==> src/design/sunday_pattern_search_core_defines.svh <==
`ifndef SUNDAY_PATTERN_SEARCH_CORE_DEFINES_SVH
`define SUNDAY_PATTERN_SEARCH_CORE_DEFINES_SVH

// Same-cycle implication, sampled on clk, off while arst_n is low.
`define SPS_ASSERT_NOW(lbl, ante, cons, msg) \
	lbl: assert property (@(posedge clk) disable iff (!arst_n) (ante) |-> (cons)) \
		else $error(msg);

// Next-cycle implication, sampled on clk, off while arst_n is low.
`define SPS_ASSERT_NEXT(lbl, ante, cons, msg) \
	lbl: assert property (@(posedge clk) disable iff (!arst_n) (ante) |=> (cons)) \
		else $error(msg);

`endif

==> src/design/sps_ram.sv <==
module sps_ram #(
	parameter int WIDTH = 8,
	parameter int DEPTH = 64,
	localparam int AW = (DEPTH > 1) ? $clog2(DEPTH) : 1
) (
	input  logic             clk,
	input  logic             we,
	input  logic [AW-1:0]    waddr,
	input  logic [WIDTH-1:0] wdata,
	input  logic [AW-1:0]    raddr,
	output logic [WIDTH-1:0] rdata
);
	logic [WIDTH-1:0] mem_q [DEPTH];

	always_ff @(posedge clk) begin
		if (we) begin
			mem_q[waddr] <= wdata;
		end
		rdata <= mem_q[raddr];
	end
endmodule

==> config.mk <==
export PLATFORM = sky130hd
export DESIGN_NAME = sps_ram
export DESIGN_NICKNAME = d
export VERILOG_FILES = /design/src/design/sunday_pattern_search_core_defines.svh /design/src/design/sps_ram.sv
export SDC_FILE = /design/constraint.sdc
export NUM_CORES = 1
export LEC_CHECK = 0
export ABC_AREA = 1
export BUFFER_PORTS_ARGS = -buffer_cell sky130_fd_sc_hd__buf_2
export CAP_MARGIN = 30
export CORE_ASPECT_RATIO = 1.25
export CORE_MARGIN = 2
export CORE_UTILIZATION = 55
export DETAILED_ROUTE_END_ITERATION = 8
export PLACE_DENSITY = 0.71
export SETUP_SLACK_MARGIN = 0.1
export SLEW_MARGIN = 10
export SYNTH_ARGS = -nofsm -noshare
export SYNTH_HDL_FRONTEND = slang
export SYNTH_SLANG_ARGS = --single-unit
==> constraint.sdc <==
create_clock -name clk -period 2.21 [get_ports clk]
set_input_delay 0 -clock clk [delete_from_list [all_inputs] [get_ports clk]]
set_output_delay 0 -clock clk [all_outputs]
set_load 0.02 [all_outputs]
### Yosys cells after proc, flatten, opt, wreduce, memory -nomap -nowiden

Memory sizes are Yosys's and may differ from the RTL's. A register that Yosys moved wholly into a read port is not among the register bits.
Index checks and enable logic that the tools add are counted.

* flip-flop bits (word level): 0
* memory bits (writable): 512
* bits of input ports: 22
* output and inout port bits: 8
* word-level logic and storage cells: 3
* memories: 1

* muxes and demuxes: 2

Memory list
* mem_q: words 64, bits a word 8, read ports 1, clocked after Yosys merged registers in 1, write ports 1, RTL line sps_ram.sv:13 `logic [WIDTH-1:0] mem_q [DEPTH];`

Operators with widths (number)
* $mux 1: 2

### Longest topological paths before layout

* word-level depth: 2
* gate-level depth with buffers: 12
* mapped depth without buffers: 9

### Worst setup path before layout

OpenSTA, ideal clock, no wires.

* kind: in2reg
* start: input port we
* end: memory mem_q[48][0] (enable)
* arrival time: 1.371 ns
* required time: 1.815 ns
* slack: 0.444 ns
* stages: 3
* path buffers: 1
* path through: clkbuf_1 > nand4_1 > nor4_1

* longest elaborated chain between the ends: 2

RTL lines
* start: declaration: RTL line sps_ram.sv:7 `input logic we,`
* $mux 1: RTL line sps_ram.sv:16 `if (we) begin`
* $mux 1 (implied by the code): RTL line sps_ram.sv:17 `mem_q[waddr] <= wdata;`
* end: declaration: RTL line sps_ram.sv:13

Every way passes these cells.

==> impl_metrics.py <==
metrics = {
    "global_route": {
        "initial_antenna_violation_count": 3,
        "grt_pass1_vias": 14100,
        "grt_pass1_wl_um": 81100,
        "groute.usage.overall": 0.264,
        "grt_start_max_net_pins": 121,
        "global_route.peak_usage_layer": "met2",
        "grt_use_met1": 0.344,
        "grt_overflow": 0,
        "met3_usage": 0.0389,
        "globalRouteMet2Util": 0.449,
    },
    "timing": {
        "total_neg_setup_slack_ns": 0,
        "worstMarginPinSlew_ns": 0.794,
        "max_freq_mhz": 722,
        "finalCriticalPeriod_ns": 1.39,
        "setup_slack_ns": 0.824,
        "slew_violations": 0,
        "fin_worst_skew_ns": 0.0226,
        "finalHoldViolCount": 0,
        "report.final.setup_viol": 0,
        "max_slew_margin": 0.470,
        "timing.final.crit_share": 0.627,
        "rsz0062_at_grt": "false",
    },
    "drt": {
        "vias": 14200,
        "totalWireLength_um": 53100,
        "drt_first_iter_violations": 1703,
        "vias_per_cell": 5.87,
        "detail_route.first_pass.iterations": 5,
        "drt-wirelength-per-cell_um": 22.0,
        "ant_nets": 0,
        "detail_route.drc_violations": 0,
    },
    "yosys": {
        "synthesis.nets": 1827,
        "postSynthAreaPerCell_um2": 11.8,
        "synth_sequential_area_ratio": 0.728,
        "synth.distinct_cells": 16,
        "synth_area_um2": 21300,
        "synth.ff_latch_count": 520,
        "post_synth_inst_count": 1805,
        "ys_warn_count": 0,
    },
    "critical_path": {
        "crit_arrival_ns": 1.84,
        "r2r-end": "rdata[6]",
        "timing.rr.start": "mem_q[59][6]",
        "reg2reg_slack_ns": 0.82,
        "critPathKind": "register to register",
        "r2r.worst_path.cells": 8,
        "critical_path.endpoint_type": "register",
        "startpoint_type": "register",
        "worst-path-max-fanout": 1,
        "cp.required_ns": 2.67,
    },
    "power_and_ir_drop": {
        "finalPower_mw": 20.5,
        "ir_drop_mv": 0.602,
        "leakage_nw": 8.80,
        "powerDensity_nw_per_um2": 858,
    },
    "floorplan": {
        "row_count": 80,
        "floorplan.initialDensity": 0.558,
        "dieArea_um2": 40400,
        "die_height_um": 224,
        "design.portCount": 30,
        "die_w_um": 180,
        "coreArea_um2": 38200,
    },
    "placed_design": {
        "placement.io_buffers": 29,
        "dp_hpwl_um": 31400,
        "routabilityCongestion": 0.875,
        "place_ws_ns": 0.291,
    },
    "clock_network": {
        "cts-resized-gates": 0,
        "clk_root_buffer_cell": "sky130_fd_sc_hd__clkbuf_16",
        "clock_insertion_delay_worst_skew_ns": 0.58,
        "postCtsSetupRepairBufs": 0,
        "cts.hold.buffers_added": 6,
        "htreeDepth": 2,
        "cts_inserted_buffers": 48,
        "cts_sinks": 520,
        "tritoncts": "yes",
        "clock_tree.buffer_depth": 3,
        "clkTransAtPathRegs_ns": 0.07,
    },
    "hold_path": {
        "worst_hold_stages": 1,
        "hold-path-endpoint": "mem_q[3][0]",
        "hold_start": "wdata[0]",
        "hold_class": "primary input to register",
    },
    "status": {
        "run_status": "completed",
    },
    "cells_and_area": {
        "fin_util": 0.626,
        "final_layout_size_suffix_gt1_frac": 0.110,
        "layout.cells.most_common": "sky130_fd_sc_hd__nand2_1",
        "layout.filler_cells": 2909,
        "syn2layout_area_growth_pct": 12.2,
        "design.final.nets": 1906,
        "most-common-layout-cells": "sky130_fd_sc_hd__nand2_1, sky130_fd_sc_hd__edfxtp_1, sky130_fd_sc_hd__nand3_1",
    },
    "flow_run": {
        "timing.max_cap.violations": 0,
    },
}
-- cells in the mapped netlist --
master,count,area [um2]
sky130_fd_sc_hd__buf_8,2,30.0
sky130_fd_sc_hd__inv_1,10,37.5
sky130_fd_sc_hd__nand4_1,9,56.3
sky130_fd_sc_hd__nand3_1,439,2200
sky130_fd_sc_hd__nand2_1,648,2430
sky130_fd_sc_hd__inv_2,1,3.75
sky130_fd_sc_hd__clkbuf_1,15,56.3
sky130_fd_sc_hd__edfxtp_1,512,15400
sky130_fd_sc_hd__buf_2,37,185
sky130_fd_sc_hd__buf_6,35,394
sky130_fd_sc_hd__buf_4,14,105
sky130_fd_sc_hd__dfxtp_1,8,160
sky130_fd_sc_hd__inv_6,1,8.76
sky130_fd_sc_hd__nor2_1,56,210
sky130_fd_sc_hd__nor4_1,8,50.1
sky130_fd_sc_hd__buf_1,10,37.5
-- cells by family (layout without fill, tap and decap cells) --
logic type | Yosys count | after routing | synth area share
buf+inv | 125 | 244 | 0.0402
flops | 520 | 520 | 0.728
other cells | 0 | 2 | 0
simple gates | 1160 | 1160 | 0.232
-- how the worst max path moves through the flow --
stage | from | end | slack [ns] | cells after the start
2_1_floorplan | we | mem_q[48][0] | 0.44 | 3
3_3_place_gp | raddr[1] | rdata[7] | 0.31 | 9
3_5_place_dp | raddr[1] | rdata[7] | 0.29 | 9
4_1_cts | mem_q[51][6] | rdata[6] | 0.84 | 8
5_1_grt | mem_q[19][0] | rdata[0] | 0.73 | 8
6_report | mem_q[59][6] | rdata[6] | 0.82 | 8
-- state kept, by name, indices dropped and copies added (netlist names) --
signal  flops
mem_q     512
rdata       8
-- critical path, stage by stage, from the launching register on --
cell and delay [ns]:
sky130_fd_sc_hd__edfxtp_1 0.36, sky130_fd_sc_hd__nand2_1 0.07, sky130_fd_sc_hd__nand3_1 0.10, sky130_fd_sc_hd__nand3_1 0.14
sky130_fd_sc_hd__nand2_1 0.07, sky130_fd_sc_hd__nand2_1 0.10, sky130_fd_sc_hd__nand3_1 0.16, sky130_fd_sc_hd__nand3_1 0.20
sky130_fd_sc_hd__nand2_1 0.06
-- metrics by stage --
step,hold WS [ns],cells,instance area [um2]
after CTS,0.000592,2416,23900
after global placement,0.417,2320,22300
after floorplan,0.0989,1805,21300
after detailed placement,0.427,2320,22300
after global routing,0.0148,2416,23900
final,0.00511,2418,23900
-- layout make-up --
type                            count  area, um2  share of cell area
Sequential cell                   520      15500               0.649
Clock buffer                       59       1310              0.0549
Inverter                           12       52.6             0.00219
Multi-Input combinational cell   1160       4950               0.207
Antenna cell                        2       5.00            0.000209
Tap cell                          492        616              0.0257
Clock inverter                     31        258              0.0108
Timing Repair Buffer              142       1220              0.0508
-- per-layer routing --
metal,up-vias,part of all wire,wire length [um]
li1,6509,-,-
met1,6863,0.39,20500
met2,666,0.49,26100
met3,155,0.080,4240
met4,4,0.041,2200
met5,-,0.00049,26
-- where the power goes --
| group | total [mW] | leakage, nW | switching [mW] | internal (mW) |
|---|---|---|---|---|
| Clock | 8.26 | 0.778 | 3.57 | 4.69 |
| Sequential | 10.9 | 4.67 | 0.0309 | 10.9 |
| Combinational | 1.34 | 3.35 | 0.980 | 0.356 |
Power figures use the tool's default switching activity.
